==> src/sv/c8tfd_pkg.sv <==
// ----------------------------------------------------------------------------
// c8tfd_pkg: shared types and constants of the CRC-8 text frame deframer
// Phase and status codes, the frame job record passed from the parser to the
// output drain, and the reflected CRC-8 byte update.
// ----------------------------------------------------------------------------
package c8tfd_pkg;

  // Payload count width; holds counts up to 127, enough for the default payload buffer of 64.
  localparam int CNT_W = 7;

  localparam logic [7:0] CRC_POLY = 8'h8C;

  localparam logic [7:0] CH_TAB   = 8'h09;
  localparam logic [7:0] CH_CR    = 8'h0D;
  localparam logic [7:0] CH_SPACE = 8'h20;
  localparam logic [7:0] CH_PLUS  = 8'h2B;
  localparam logic [7:0] CH_MINUS = 8'h2D;
  localparam logic [7:0] CH_ZERO  = 8'h30;
  localparam logic [7:0] CH_NINE  = 8'h39;

  typedef enum logic [1:0] {
    CFG_START_HEADER = 2'd0,
    CFG_START_TEXT   = 2'd1,
    CFG_END_TEXT     = 2'd2,
    CFG_END_FRAME    = 2'd3
  } cfg_idx_t;

  typedef enum logic [2:0] {
    PH_IDLE  = 3'd0,
    PH_HEAD  = 3'd1,
    PH_TEXT  = 3'd2,
    PH_FOOT0 = 3'd3,
    PH_FOOT  = 3'd4,
    PH_SKIP  = 3'd5
  } phase_t;

  typedef enum logic [1:0] {
    SG_LEAD = 2'd0,
    SG_POS  = 2'd1,
    SG_NEG  = 2'd2,
    SG_DONE = 2'd3
  } sign_t;

  typedef enum logic [2:0] {
    ST_OK         = 3'd0,
    ST_BAD_START  = 3'd1,
    ST_BAD_HEADER = 3'd2,
    ST_NO_TEXT    = 3'd3,
    ST_LEN        = 3'd4,
    ST_CRC        = 3'd5,
    ST_OVERFLOW   = 3'd6
  } status_t;

  typedef enum logic [1:0] {
    B_IDLE = 2'd0,
    B_ADDR = 2'd1,
    B_DATA = 2'd2,
    B_SHOW = 2'd3
  } bstate_t;

  // One closed frame: which buffer bank, how many payload bytes, verdict.
  typedef struct packed {
    logic             bank;
    logic [CNT_W-1:0] count;
    status_t          status;
  } job_t;

  function automatic logic [7:0] crc8_step(input logic [7:0] crc_in,
                                           input logic [7:0] data_in);
    logic [7:0] c;
    logic [7:0] d;
    c = crc_in;
    d = data_in;
    for (int i = 0; i < 8; i++) begin
      if (c[0] ^ d[0]) begin
        c = (c >> 1) ^ CRC_POLY;
      end else begin
        c = c >> 1;
      end
      d = d >> 1;
    end
    return c;
  endfunction

  // Keep the lower-numbered error.
  function automatic status_t note_err(input status_t pend, input status_t code);
    if (pend == ST_OK || code < pend) begin
      return code;
    end
    return pend;
  endfunction

endpackage

==> src/sv/c8tfd_ram.sv <==
// ----------------------------------------------------------------------------
// c8tfd_ram: generic single-write, single-read RAM
// One write port and one read port; read data is registered.
// ----------------------------------------------------------------------------
module c8tfd_ram #(
  parameter int DATA_W = 8,
  parameter int DEPTH  = 128,
  localparam int ADDR_W = (DEPTH > 1) ? $clog2(DEPTH) : 1
) (
  input  logic              clk,
  input  logic              we,
  input  logic [ADDR_W-1:0] waddr,
  input  logic [DATA_W-1:0] wdata,
  input  logic [ADDR_W-1:0] raddr,
  output logic [DATA_W-1:0] rdata
);

  logic [DATA_W-1:0] mem [DEPTH];
  logic [DATA_W-1:0] rdata_r;

  always_ff @(posedge clk) begin
    if (we) begin
      mem[waddr] <= wdata;
    end
    rdata_r <= mem[raddr];
  end

  assign rdata = rdata_r;

endmodule

==> src/sv/c8tfd_front.sv <==
// ----------------------------------------------------------------------------
// c8tfd_front: frame parser
// Holds the code registers, tracks the frame phase, parses header and footer
// text, runs the CRC, writes payload bytes to the current buffer bank and
// issues one job per closed frame.
// ----------------------------------------------------------------------------
module c8tfd_front import c8tfd_pkg::*; #(
  parameter int MAX_PAYLOAD = 64,
  localparam int IDX_W = (MAX_PAYLOAD > 1) ? $clog2(MAX_PAYLOAD) : 1
) (
  input  logic           clk,
  input  logic           rst_n,
  input  logic           cfg_we,
  input  logic [1:0]     cfg_addr,
  input  logic [7:0]     cfg_wdata,
  input  logic           acc,
  input  logic [7:0]     rx_byte,
  output logic           ram_we,
  output logic [IDX_W:0] ram_waddr,
  output logic [7:0]     ram_wdata,
  output logic           job_push,
  output job_t           job
);

  logic [7:0] soh_r, stx_r, etx_r, eof_r;

  phase_t           phase_r, phase_nxt;
  logic             first_ok_r, first_ok_nxt;
  logic [15:0]      hdr_r, hdr_nxt;
  sign_t            sign_r, sign_nxt;
  logic [CNT_W-1:0] cnt_r, cnt_nxt;
  logic [7:0]       crc_r, crc_nxt;
  logic [7:0]       fv_r, fv_nxt;
  logic             fok_r, fok_nxt;
  status_t          perr_r, perr_nxt;
  logic             bank_r, bank_nxt;

  logic        is_eof, is_stx, is_etx, is_dig, is_ws, has_room;
  logic [19:0] hmul;
  logic [11:0] fmul;
  status_t     verdict;

  assign is_eof   = (rx_byte == eof_r);
  assign is_stx   = (rx_byte == stx_r);
  assign is_etx   = (rx_byte == etx_r);
  assign is_dig   = (rx_byte inside {[CH_ZERO:CH_NINE]});
  assign is_ws    = (rx_byte inside {[CH_TAB:CH_CR], CH_SPACE});
  assign has_room = (cnt_r < CNT_W'(MAX_PAYLOAD));
  assign hmul = ({4'd0, hdr_r} << 3) + ({4'd0, hdr_r} << 1) + 20'(rx_byte[3:0]);
  assign fmul = ({4'd0, fv_r} << 3) + ({4'd0, fv_r} << 1) + 12'(rx_byte[3:0]);

  // Configuration registers
  always_ff @(posedge clk) begin
    if (!rst_n) begin
      soh_r <= 8'h01;
      stx_r <= 8'h02;
      etx_r <= 8'h03;
      eof_r <= 8'h04;
    end else if (cfg_we) begin
      case (cfg_addr)
        CFG_START_HEADER: soh_r <= cfg_wdata;
        CFG_START_TEXT:   stx_r <= cfg_wdata;
        CFG_END_TEXT:     etx_r <= cfg_wdata;
        CFG_END_FRAME:    eof_r <= cfg_wdata;
        default: ;
      endcase
    end
  end

  // Frame verdict from the state left before the end-of-frame byte
  always_comb begin
    if (phase_r == PH_IDLE) begin
      verdict = (soh_r == 8'h00) ? ST_BAD_HEADER : ST_BAD_START;
    end else if (!first_ok_r) begin
      verdict = ST_BAD_START;
    end else if (phase_r == PH_HEAD) begin
      verdict = ST_BAD_HEADER;
    end else if (perr_r != ST_OK) begin
      verdict = perr_r;
    end else if (phase_r != PH_FOOT0 && phase_r != PH_FOOT) begin
      verdict = ST_NO_TEXT;
    end else if (hdr_r != 16'(cnt_r)) begin
      verdict = ST_LEN;
    end else if (phase_r != PH_FOOT || !fok_r || fv_r != crc_r) begin
      verdict = ST_CRC;
    end else begin
      verdict = ST_OK;
    end
  end

  // Next state
  always_comb begin
    phase_nxt    = phase_r;
    first_ok_nxt = first_ok_r;
    hdr_nxt      = hdr_r;
    sign_nxt     = sign_r;
    cnt_nxt      = cnt_r;
    crc_nxt      = crc_r;
    fv_nxt       = fv_r;
    fok_nxt      = fok_r;
    perr_nxt     = perr_r;
    bank_nxt     = bank_r;
    if (acc) begin
      if (is_eof) begin
        // close the frame and swap banks
        phase_nxt    = PH_IDLE;
        first_ok_nxt = 1'b0;
        hdr_nxt      = '0;
        sign_nxt     = SG_LEAD;
        cnt_nxt      = '0;
        crc_nxt      = '0;
        fv_nxt       = '0;
        fok_nxt      = 1'b0;
        perr_nxt     = ST_OK;
        bank_nxt     = ~bank_r;
      end else begin
        case (phase_r)
          PH_IDLE, PH_HEAD: begin
            if (phase_r == PH_IDLE) begin
              first_ok_nxt = (rx_byte == soh_r);
            end
            if (is_stx) begin
              if (sign_r == SG_NEG && hdr_r != 16'd0) begin
                perr_nxt = note_err(perr_nxt, ST_BAD_HEADER);
              end
              if (is_etx) begin
                perr_nxt  = note_err(perr_nxt, ST_NO_TEXT);
                phase_nxt = PH_SKIP;
              end else begin
                phase_nxt = PH_TEXT;
              end
            end else begin
              if (is_etx) begin
                perr_nxt = note_err(perr_nxt, ST_NO_TEXT);
              end
              if (phase_r == PH_IDLE) begin
                phase_nxt = PH_HEAD;
              end else begin
                case (sign_r)
                  SG_LEAD: begin
                    if (is_ws) begin
                      sign_nxt = SG_LEAD;
                    end else if (rx_byte == CH_PLUS) begin
                      sign_nxt = SG_POS;
                    end else if (rx_byte == CH_MINUS) begin
                      sign_nxt = SG_NEG;
                    end else if (is_dig) begin
                      hdr_nxt  = 16'(rx_byte[3:0]);
                      sign_nxt = SG_POS;
                    end else begin
                      sign_nxt = SG_DONE;
                    end
                  end
                  SG_POS, SG_NEG: begin
                    if (is_dig) begin
                      hdr_nxt = (hmul[19:16] != 4'd0) ? 16'hFFFF : hmul[15:0];
                    end else begin
                      if (sign_r == SG_NEG && hdr_r != 16'd0) begin
                        perr_nxt = note_err(perr_nxt, ST_BAD_HEADER);
                      end
                      sign_nxt = SG_DONE;
                    end
                  end
                  default: ;
                endcase
              end
            end
          end
          PH_TEXT: begin
            if (is_etx) begin
              if (cnt_r == '0) begin
                perr_nxt  = note_err(perr_nxt, ST_NO_TEXT);
                phase_nxt = PH_SKIP;
              end else begin
                phase_nxt = PH_FOOT0;
              end
            end else begin
              crc_nxt = crc8_step(crc_r, rx_byte);
              if (has_room) begin
                cnt_nxt = cnt_r + CNT_W'(1);
              end else begin
                perr_nxt = note_err(perr_nxt, ST_OVERFLOW);
              end
            end
          end
          PH_FOOT0: begin
            if (is_dig) begin
              fv_nxt  = 8'(rx_byte[3:0]);
              fok_nxt = 1'b1;
            end else begin
              fok_nxt = 1'b0;
            end
            phase_nxt = PH_FOOT;
          end
          PH_FOOT: begin
            if (fok_r) begin
              if (is_dig && fv_r != 8'd0) begin
                if (fmul <= 12'd255) begin
                  fv_nxt = fmul[7:0];
                end else begin
                  fok_nxt = 1'b0;
                end
              end else begin
                fok_nxt = 1'b0;
              end
            end
          end
          default: ;
        endcase
      end
    end
  end

  // Outputs
  always_comb begin
    ram_we       = acc && !is_eof && phase_r == PH_TEXT && !is_etx && has_room;
    ram_waddr    = {bank_r, cnt_r[IDX_W-1:0]};
    ram_wdata    = rx_byte;
    job_push     = acc && is_eof;
    job.bank     = bank_r;
    job.count    = cnt_r;
    job.status   = verdict;
  end

  always_ff @(posedge clk) begin
    if (!rst_n) begin
      phase_r    <= PH_IDLE;
      first_ok_r <= 1'b0;
      hdr_r      <= '0;
      sign_r     <= SG_LEAD;
      cnt_r      <= '0;
      crc_r      <= '0;
      fv_r       <= '0;
      fok_r      <= 1'b0;
      perr_r     <= ST_OK;
      bank_r     <= 1'b0;
    end else begin
      phase_r    <= phase_nxt;
      first_ok_r <= first_ok_nxt;
      hdr_r      <= hdr_nxt;
      sign_r     <= sign_nxt;
      cnt_r      <= cnt_nxt;
      crc_r      <= crc_nxt;
      fv_r       <= fv_nxt;
      fok_r      <= fok_nxt;
      perr_r     <= perr_nxt;
      bank_r     <= bank_nxt;
    end
  end

endmodule

==> src/sv/c8tfd_jobq.sv <==
// ----------------------------------------------------------------------------
// c8tfd_jobq: two-entry job queue
// Holds closed frames until the drain has delivered their last item. An entry
// leaves only when its drain finishes, so a full queue means both payload
// banks are taken.
// ----------------------------------------------------------------------------
module c8tfd_jobq import c8tfd_pkg::*; (
  input  logic clk,
  input  logic rst_n,
  input  logic push,
  input  job_t push_job,
  input  logic pop,
  output logic full,
  output logic nempty,
  output job_t head
);

  job_t       ent_r [2];
  logic       wp_r, rp_r;
  logic [1:0] cnt_r;

  assign full   = (cnt_r == 2'd2);
  assign nempty = (cnt_r != 2'd0);
  assign head   = ent_r[rp_r];

  always_ff @(posedge clk) begin
    if (push) begin
      ent_r[wp_r] <= push_job;
    end
  end

  always_ff @(posedge clk) begin
    if (!rst_n) begin
      wp_r  <= 1'b0;
      rp_r  <= 1'b0;
      cnt_r <= 2'd0;
    end else begin
      if (push) begin
        wp_r <= ~wp_r;
      end
      if (pop) begin
        rp_r <= ~rp_r;
      end
      cnt_r <= cnt_r + 2'(push) - 2'(pop);
    end
  end

  a_no_push_full: assert property (@(posedge clk) disable iff (!rst_n)
    push |-> !full)
    else $error("job pushed into a full queue");

  a_no_pop_empty: assert property (@(posedge clk) disable iff (!rst_n)
    pop |-> nempty)
    else $error("job popped from an empty queue");

endmodule

==> src/sv/c8tfd_back.sv <==
// ----------------------------------------------------------------------------
// c8tfd_back: output drain
// Takes the head job, emits one error item or walks the payload bank through
// the RAM read port, and holds each item in the output register until taken.
// ----------------------------------------------------------------------------
module c8tfd_back import c8tfd_pkg::*; #(
  parameter int MAX_PAYLOAD = 64,
  localparam int IDX_W = (MAX_PAYLOAD > 1) ? $clog2(MAX_PAYLOAD) : 1
) (
  input  logic           clk,
  input  logic           rst_n,
  input  logic           q_nempty,
  input  job_t           q_head,
  output logic           q_pop,
  output logic [IDX_W:0] ram_raddr,
  input  logic [7:0]     ram_rdata,
  output logic           out_tvalid,
  input  logic           out_tready,
  output logic [7:0]     out_data,
  output logic           out_last,
  output status_t        out_status
);

  bstate_t          st_r, st_nxt;
  logic [CNT_W-1:0] idx_r, idx_nxt;
  logic [7:0]       data_r, data_nxt;
  logic             last_r, last_nxt;
  status_t          stat_r, stat_nxt;

  // Next state
  always_comb begin
    st_nxt   = st_r;
    idx_nxt  = idx_r;
    data_nxt = data_r;
    last_nxt = last_r;
    stat_nxt = stat_r;
    case (st_r)
      B_IDLE: begin
        if (q_nempty) begin
          if (q_head.status != ST_OK) begin
            data_nxt = 8'h00;
            last_nxt = 1'b1;
            stat_nxt = q_head.status;
            st_nxt   = B_SHOW;
          end else begin
            idx_nxt = '0;
            st_nxt  = B_ADDR;
          end
        end
      end
      B_ADDR: st_nxt = B_DATA;
      B_DATA: begin
        data_nxt = ram_rdata;
        last_nxt = (idx_r == q_head.count - CNT_W'(1));
        stat_nxt = ST_OK;
        st_nxt   = B_SHOW;
      end
      B_SHOW: begin
        if (out_tready) begin
          if (last_r) begin
            st_nxt = B_IDLE;
          end else begin
            idx_nxt = idx_r + CNT_W'(1);
            st_nxt  = B_ADDR;
          end
        end
      end
      default: st_nxt = B_IDLE;
    endcase
  end

  // Outputs
  always_comb begin
    out_tvalid = (st_r == B_SHOW);
    out_data   = data_r;
    out_last   = last_r;
    out_status = stat_r;
    q_pop      = (st_r == B_SHOW) && out_tready && last_r;
    ram_raddr  = {q_head.bank, idx_r[IDX_W-1:0]};
  end

  always_ff @(posedge clk) begin
    if (!rst_n) begin
      st_r <= B_IDLE;
    end else begin
      st_r <= st_nxt;
    end
    idx_r  <= idx_nxt;
    data_r <= data_nxt;
    last_r <= last_nxt;
    stat_r <= stat_nxt;
  end

  a_busy_has_job: assert property (@(posedge clk) disable iff (!rst_n)
    (st_r != B_IDLE) |-> q_nempty)
    else $error("drain active without a job");

  a_err_is_last: assert property (@(posedge clk) disable iff (!rst_n)
    (out_tvalid && out_status != ST_OK) |-> (out_last && out_data == 8'h00))
    else $error("error item not marked last or carries data");

endmodule

==> src/sv/crc8_text_frame_deframer_unit.sv <==
// ----------------------------------------------------------------------------
// crc8_text_frame_deframer_unit: receive-side text frame deframer
// Parses SOH / length text / STX / payload / ETX / CRC-8 text / EOT frames
// and delivers the payload of good frames or one error item per bad frame.
// ----------------------------------------------------------------------------
// The parser takes one received byte per clock while fewer than two closed
// frames are waiting; it stalls only when both payload banks are held by
// frames not yet fully delivered. Payload lives in a RAM of two banks of
// 2**ceil(log2(MAX_PAYLOAD)) bytes each, so one frame drains while the next
// one fills. The drain reads that RAM through one registered read port:
// a payload byte passes the address, read-data and output-register states
// and waits for out_tready, with an idle state to pick up each frame; an
// error item skips the RAM. Configuration writes take effect on the
// next clock and are meant to be made while the unit is idle.
module crc8_text_frame_deframer_unit import c8tfd_pkg::*; #(
  parameter int MAX_PAYLOAD = 64
) (
  input  logic       clk,
  input  logic       rst_n,
  // input bytes
  input  logic       in_tvalid,
  output logic       in_tready,
  input  logic [7:0] in_tdata,   // [7:0] rx_byte
  // result items
  output logic       out_tvalid,
  input  logic       out_tready,
  output logic [7:0] out_tdata,  // [7:0] payload_byte
  output logic       out_tlast,  // last_of_run
  output logic [2:0] out_tuser,  // [2:0] frame_status
  // configuration
  input  logic       cfg_we,
  input  logic [1:0] cfg_addr,
  input  logic [7:0] cfg_wdata
);

  localparam int IDX_W = (MAX_PAYLOAD > 1) ? $clog2(MAX_PAYLOAD) : 1;
  localparam int RAM_DEPTH = 2 * (1 << IDX_W);

  logic           acc;
  logic           ram_we;
  logic [IDX_W:0] ram_waddr, ram_raddr;
  logic [7:0]     ram_wdata, ram_rdata;
  logic           job_push, q_pop, q_full, q_nempty;
  job_t           job, q_head;
  status_t        out_status;

  assign in_tready = !q_full;
  assign acc       = in_tvalid && in_tready;
  assign out_tuser = out_status;

  c8tfd_front #(.MAX_PAYLOAD(MAX_PAYLOAD)) u_front (
    .clk       (clk),
    .rst_n     (rst_n),
    .cfg_we    (cfg_we),
    .cfg_addr  (cfg_addr),
    .cfg_wdata (cfg_wdata),
    .acc       (acc),
    .rx_byte   (in_tdata),
    .ram_we    (ram_we),
    .ram_waddr (ram_waddr),
    .ram_wdata (ram_wdata),
    .job_push  (job_push),
    .job       (job)
  );

  c8tfd_ram #(.DATA_W(8), .DEPTH(RAM_DEPTH)) u_ram (
    .clk   (clk),
    .we    (ram_we),
    .waddr (ram_waddr),
    .wdata (ram_wdata),
    .raddr (ram_raddr),
    .rdata (ram_rdata)
  );

  c8tfd_jobq u_jobq (
    .clk      (clk),
    .rst_n    (rst_n),
    .push     (job_push),
    .push_job (job),
    .pop      (q_pop),
    .full     (q_full),
    .nempty   (q_nempty),
    .head     (q_head)
  );

  c8tfd_back #(.MAX_PAYLOAD(MAX_PAYLOAD)) u_back (
    .clk        (clk),
    .rst_n      (rst_n),
    .q_nempty   (q_nempty),
    .q_head     (q_head),
    .q_pop      (q_pop),
    .ram_raddr  (ram_raddr),
    .ram_rdata  (ram_rdata),
    .out_tvalid (out_tvalid),
    .out_tready (out_tready),
    .out_data   (out_tdata),
    .out_last   (out_tlast),
    .out_status (out_status)
  );

endmodule
==> config.mk <==
export PLATFORM = sky130hd
export DESIGN_NAME = crc8_text_frame_deframer_unit
export DESIGN_NICKNAME = d
export VERILOG_FILES = /design/src/sv/c8tfd_pkg.sv /design/src/sv/c8tfd_ram.sv /design/src/sv/c8tfd_front.sv /design/src/sv/c8tfd_jobq.sv /design/src/sv/c8tfd_back.sv /design/src/sv/crc8_text_frame_deframer_unit.sv
export SDC_FILE = /design/constraint.sdc
export NUM_CORES = 2
export LEC_CHECK = 0
export BUFFER_PORTS_ARGS = -buffer_cell sky130_fd_sc_hd__buf_2
export CORE_AREA = 2 2 569 345
export DETAILED_ROUTE_END_ITERATION = 6
export DIE_AREA = 0 0 571 347
export MAX_ROUTING_LAYER = met4
export SETUP_SLACK_MARGIN = 0.05
export SYNTH_ARGS = -nofsm -noshare
export SYNTH_HDL_FRONTEND = slang
export SYNTH_SLANG_ARGS = --single-unit
export TNS_END_PERCENT = 20
==> constraint.sdc <==
create_clock -name clk -period 5.2 [get_ports clk]
set_clock_uncertainty 0.05 [all_clocks]
set_input_delay 1.56 -clock clk [delete_from_list [all_inputs] [get_ports clk]]
set_output_delay 1.56 -clock clk [all_outputs]
set_load 0.01 [all_outputs]
==> results.sh <==
export IMPL_final_setup_tns_ns=0
export IMPL_insertion_delay_ns=0.71
export IMPL_critical_path_buf_inv_count=2
export IMPL_core_um2=193000
export IMPL_status="complete, no violations"
export IMPL_relSlewSlack_pct=6.49
export IMPL_clock_sinks=1162
export IMPL_gp_congestion=0.887
export IMPL_track_usage_pct=12.5
export IMPL_ctsRootBufferMaster="clkbuf_16"
export IMPL_cts_tree="built"
export IMPL_die_area_um2=198000
export IMPL_rsz0062_at_grt="no"
export IMPL_ctsLongestPathBuffers=3
export IMPL_ys_async_sr_fraction_pct=0
export IMPL_via_count=25200
export IMPL_ys_seq_area_share_pct=70.7
export IMPL_path_max_fanout=9
export IMPL_post_cts_buffers=0
export IMPL_dieWidth_um=571
export IMPL_cp_cell_sequence="buf_4 -> buf_4 -> fa_1 -> fa_1 -> a211oi_1 -> o21a_1 -> a2111oi_4 -> o31ai_1 -> a221oi_2 -> a2111oi_4 -> a221o_1"
export IMPL_synth_nets=2709
export IMPL_critPathLaunchType="input port"
export IMPL_preCtsSetupSlack_ns=0.132
export IMPL_drtIter0Drc=3252
export IMPL_hold_viol=0
export IMPL_ys_flop_type="edfxtp_1"
export IMPL_crit_arrival_ns=5.01
export IMPL_cellPowerDensity_nw_per_um2=394
export IMPL_antenna_found_initial=13
export IMPL_yosysUniqueCellTypes=84
export IMPL_grt_start_max_net_pins=107
export IMPL_die_h_um=347
export IMPL_max_slew_worst_pin_slew_ns=1.39
export IMPL_drtAntennaViolNets=0
export IMPL_numCtsBuffers=100
export IMPL_drv_cap=0
export IMPL_row_count=125
export IMPL_ys_seq_elements=1162
export IMPL_synth_edf_count=1065
export IMPL_dr_pass1_iters=5
export IMPL_clk_pin_slew_ns=0.07
export IMPL_io_pins=37
export IMPL_grt_pass1_vias=24400
export IMPL_area_delta_synth_final_pct=14.0
export IMPL_syn_area_um2=48000
export IMPL_yosysTopAreaCell="edfxtp_1"
export IMPL_min_period_over_period_pct=84.8
export IMPL_path_delay_family="compound AO/OA/AOI/OAI gates"
export IMPL_layout_min_cycle_time_ns=4.41
export IMPL_synth_top_area_share_pct=66.6
export IMPL_start_util_pct=24.9
export IMPL_nets=2767
export IMPL_synthTopCellsByCount="edfxtp_1, mux4_2, nor2_1, nand2_1, dfxtp_1"
export IMPL_yosys_warnings=0
export IMPL_netlist_instances=2624
export IMPL_drive_gt1_share_pct=21.0
export IMPL_synthTopCellsByArea="edfxtp_1, mux4_2, dfxtp_1"
export IMPL_grt_pass1_wl_mm=177
export IMPL_hpwl_mm=79.3
export IMPL_ctsHtreeMaxLevel=3
export IMPL_p_leak_nw=16.8
export IMPL_cts_hold_buf=0
export IMPL_peakVddDrop_v=0.000294
export IMPL_syn_area_per_cell_um2=18.3
export IMPL_required_ns=5.80
export IMPL_gr_total_overflow=0
export IMPL_drc=0
export IMPL_end_kind="register"
export IMPL_yosysMostFrequentCell="edfxtp_1"
export IMPL_criticalPathCategory="input port to register"
export IMPL_fmax_ghz=0.227
export IMPL_slowest_delay_ns=0.69
export IMPL_critPathSlowestCell="a2111oi_4"
export IMPL_setup_violations=0
export IMPL_portBuffers=36
export IMPL_fin_ws_ns=0.790
export IMPL_wl_per_cell_um=22.8
export IMPL_post_cts_resized=0
export IMPL_routed_via_density=4.68
export IMPL_min_path_type="register to register"
export IMPL_routed_wl_mm=122
export IMPL_drv_slew=0
-- power by group --
group	internal, mW	switching [mW]
registers	10.3	0.103
clock network	4.30	3.49
logic	1.44	1.92
total	16.0	5.51
-- flip-flops by register name, indices dropped and copies added (netlist names), 2 cells and up, named ones only --
register	flops
u_jobq.cnt_r	2
u_ram.rdata	8
u_front.phase_r	3
u_back.st_r	2
u_front.eof_r	8
u_front.hdr_r	16
u_front.etx_r	8
u_front.crc_r	8
u_jobq.ent_r	22
u_front.soh_r	8
u_front.stx_r	8
u_back.idx_r	7
u_front.fv_r	8
u_back.out_data	8
u_front.cnt_r	7
u_front.perr_r	3
u_back.out_status	3
u_front.sign_r	2
u_ram.mem	1024
-- kinds of logic after synthesis --
| kind of cell | count (synthesis) | share of synthesized area [%] |
|---|---|---|
| XOR/XNOR | 100 | 1.82 |
| flip-flops | 1162 | 70.7 |
| adder cells (fa/ha/maj) | 62 | 1.68 |
| buffers and inverters | 166 | 1.63 |
| multiplexers | 355 | 15.3 |
| AND/OR/NAND/NOR | 506 | 4.84 |
| AO/OA/AOI/OAI | 273 | 4.01 |
-- routing by layer --
metal / part of all wire (%) / up-vias / global-route usage, %
met2: 39 / 1097 / 15.4
met4: 1.7 / 0 / 2.46
li1: - / 10700 / -
met1: 48 / 13200 / 18.9
met3: 12 / 149 / 5.10
met5: 0 / - / -
-- cell type report --
class                   count  area (um^2)
fillers                 18900       138000
clock inverters            65          689
clock buffers             122         2650
flip-flops and latches   1162        33900
repair buffers             94          786
inverters                  28          105
multi-input cells        1296        13300
well taps                2603         3260
diodes                      4         10.0
-- worst min-delay path, delay by kind of cell (launching register included) --
| kind | cells | cell delay, ns |
|---|---|---|
| flip-flops | 1 | 0.32 |
| AO/OA/AOI/OAI | 1 | 0.05 |
| AND/OR/NAND/NOR | 1 | 0.05 |
-- cells in the final DEF, fill, tap and decap left out, drive strengths merged, types with 48 or more instances in the layout --
master	n
mux2i	48
xnor2	58
nand2	120
dfxtp	97
clkbuf	122
buf	94
a21oi	68
edfxtp	1065
mux4	304
nor2	224
ha	58
-- through the flow --
step	cells	util [%]	hold slack, ns	instance area, um^2	total power, mW
after floorplan	2624	-	0.374	48000	12.7
after global placement	5183	26.7	0.405	51400	13.9
after detailed placement	5183	26.7	0.410	51400	13.9
after CTS	5370	28.4	0.420	54700	21.7
after global routing	5373	28.4	0.438	54700	22.2
final	5374	28.4	0.420	54700	21.5
-- worst paths after layout --
kind | from | end | slack (ns) | depth (start not counted)
setup / recovery | in_tdata[3] | u_front.hdr_r[8] | 0.79 | 11
setup reg to reg | u_front.hdr_r[1] | u_front.hdr_r[8] | 1.52 | 10
hold / removal | u_front.stx_r[2] | u_front.stx_r[2] | 0.42 | 2
hold reg to reg | u_front.stx_r[2] | u_front.stx_r[2] | 0.42 | 2
(Power assumes the default switching activity.)
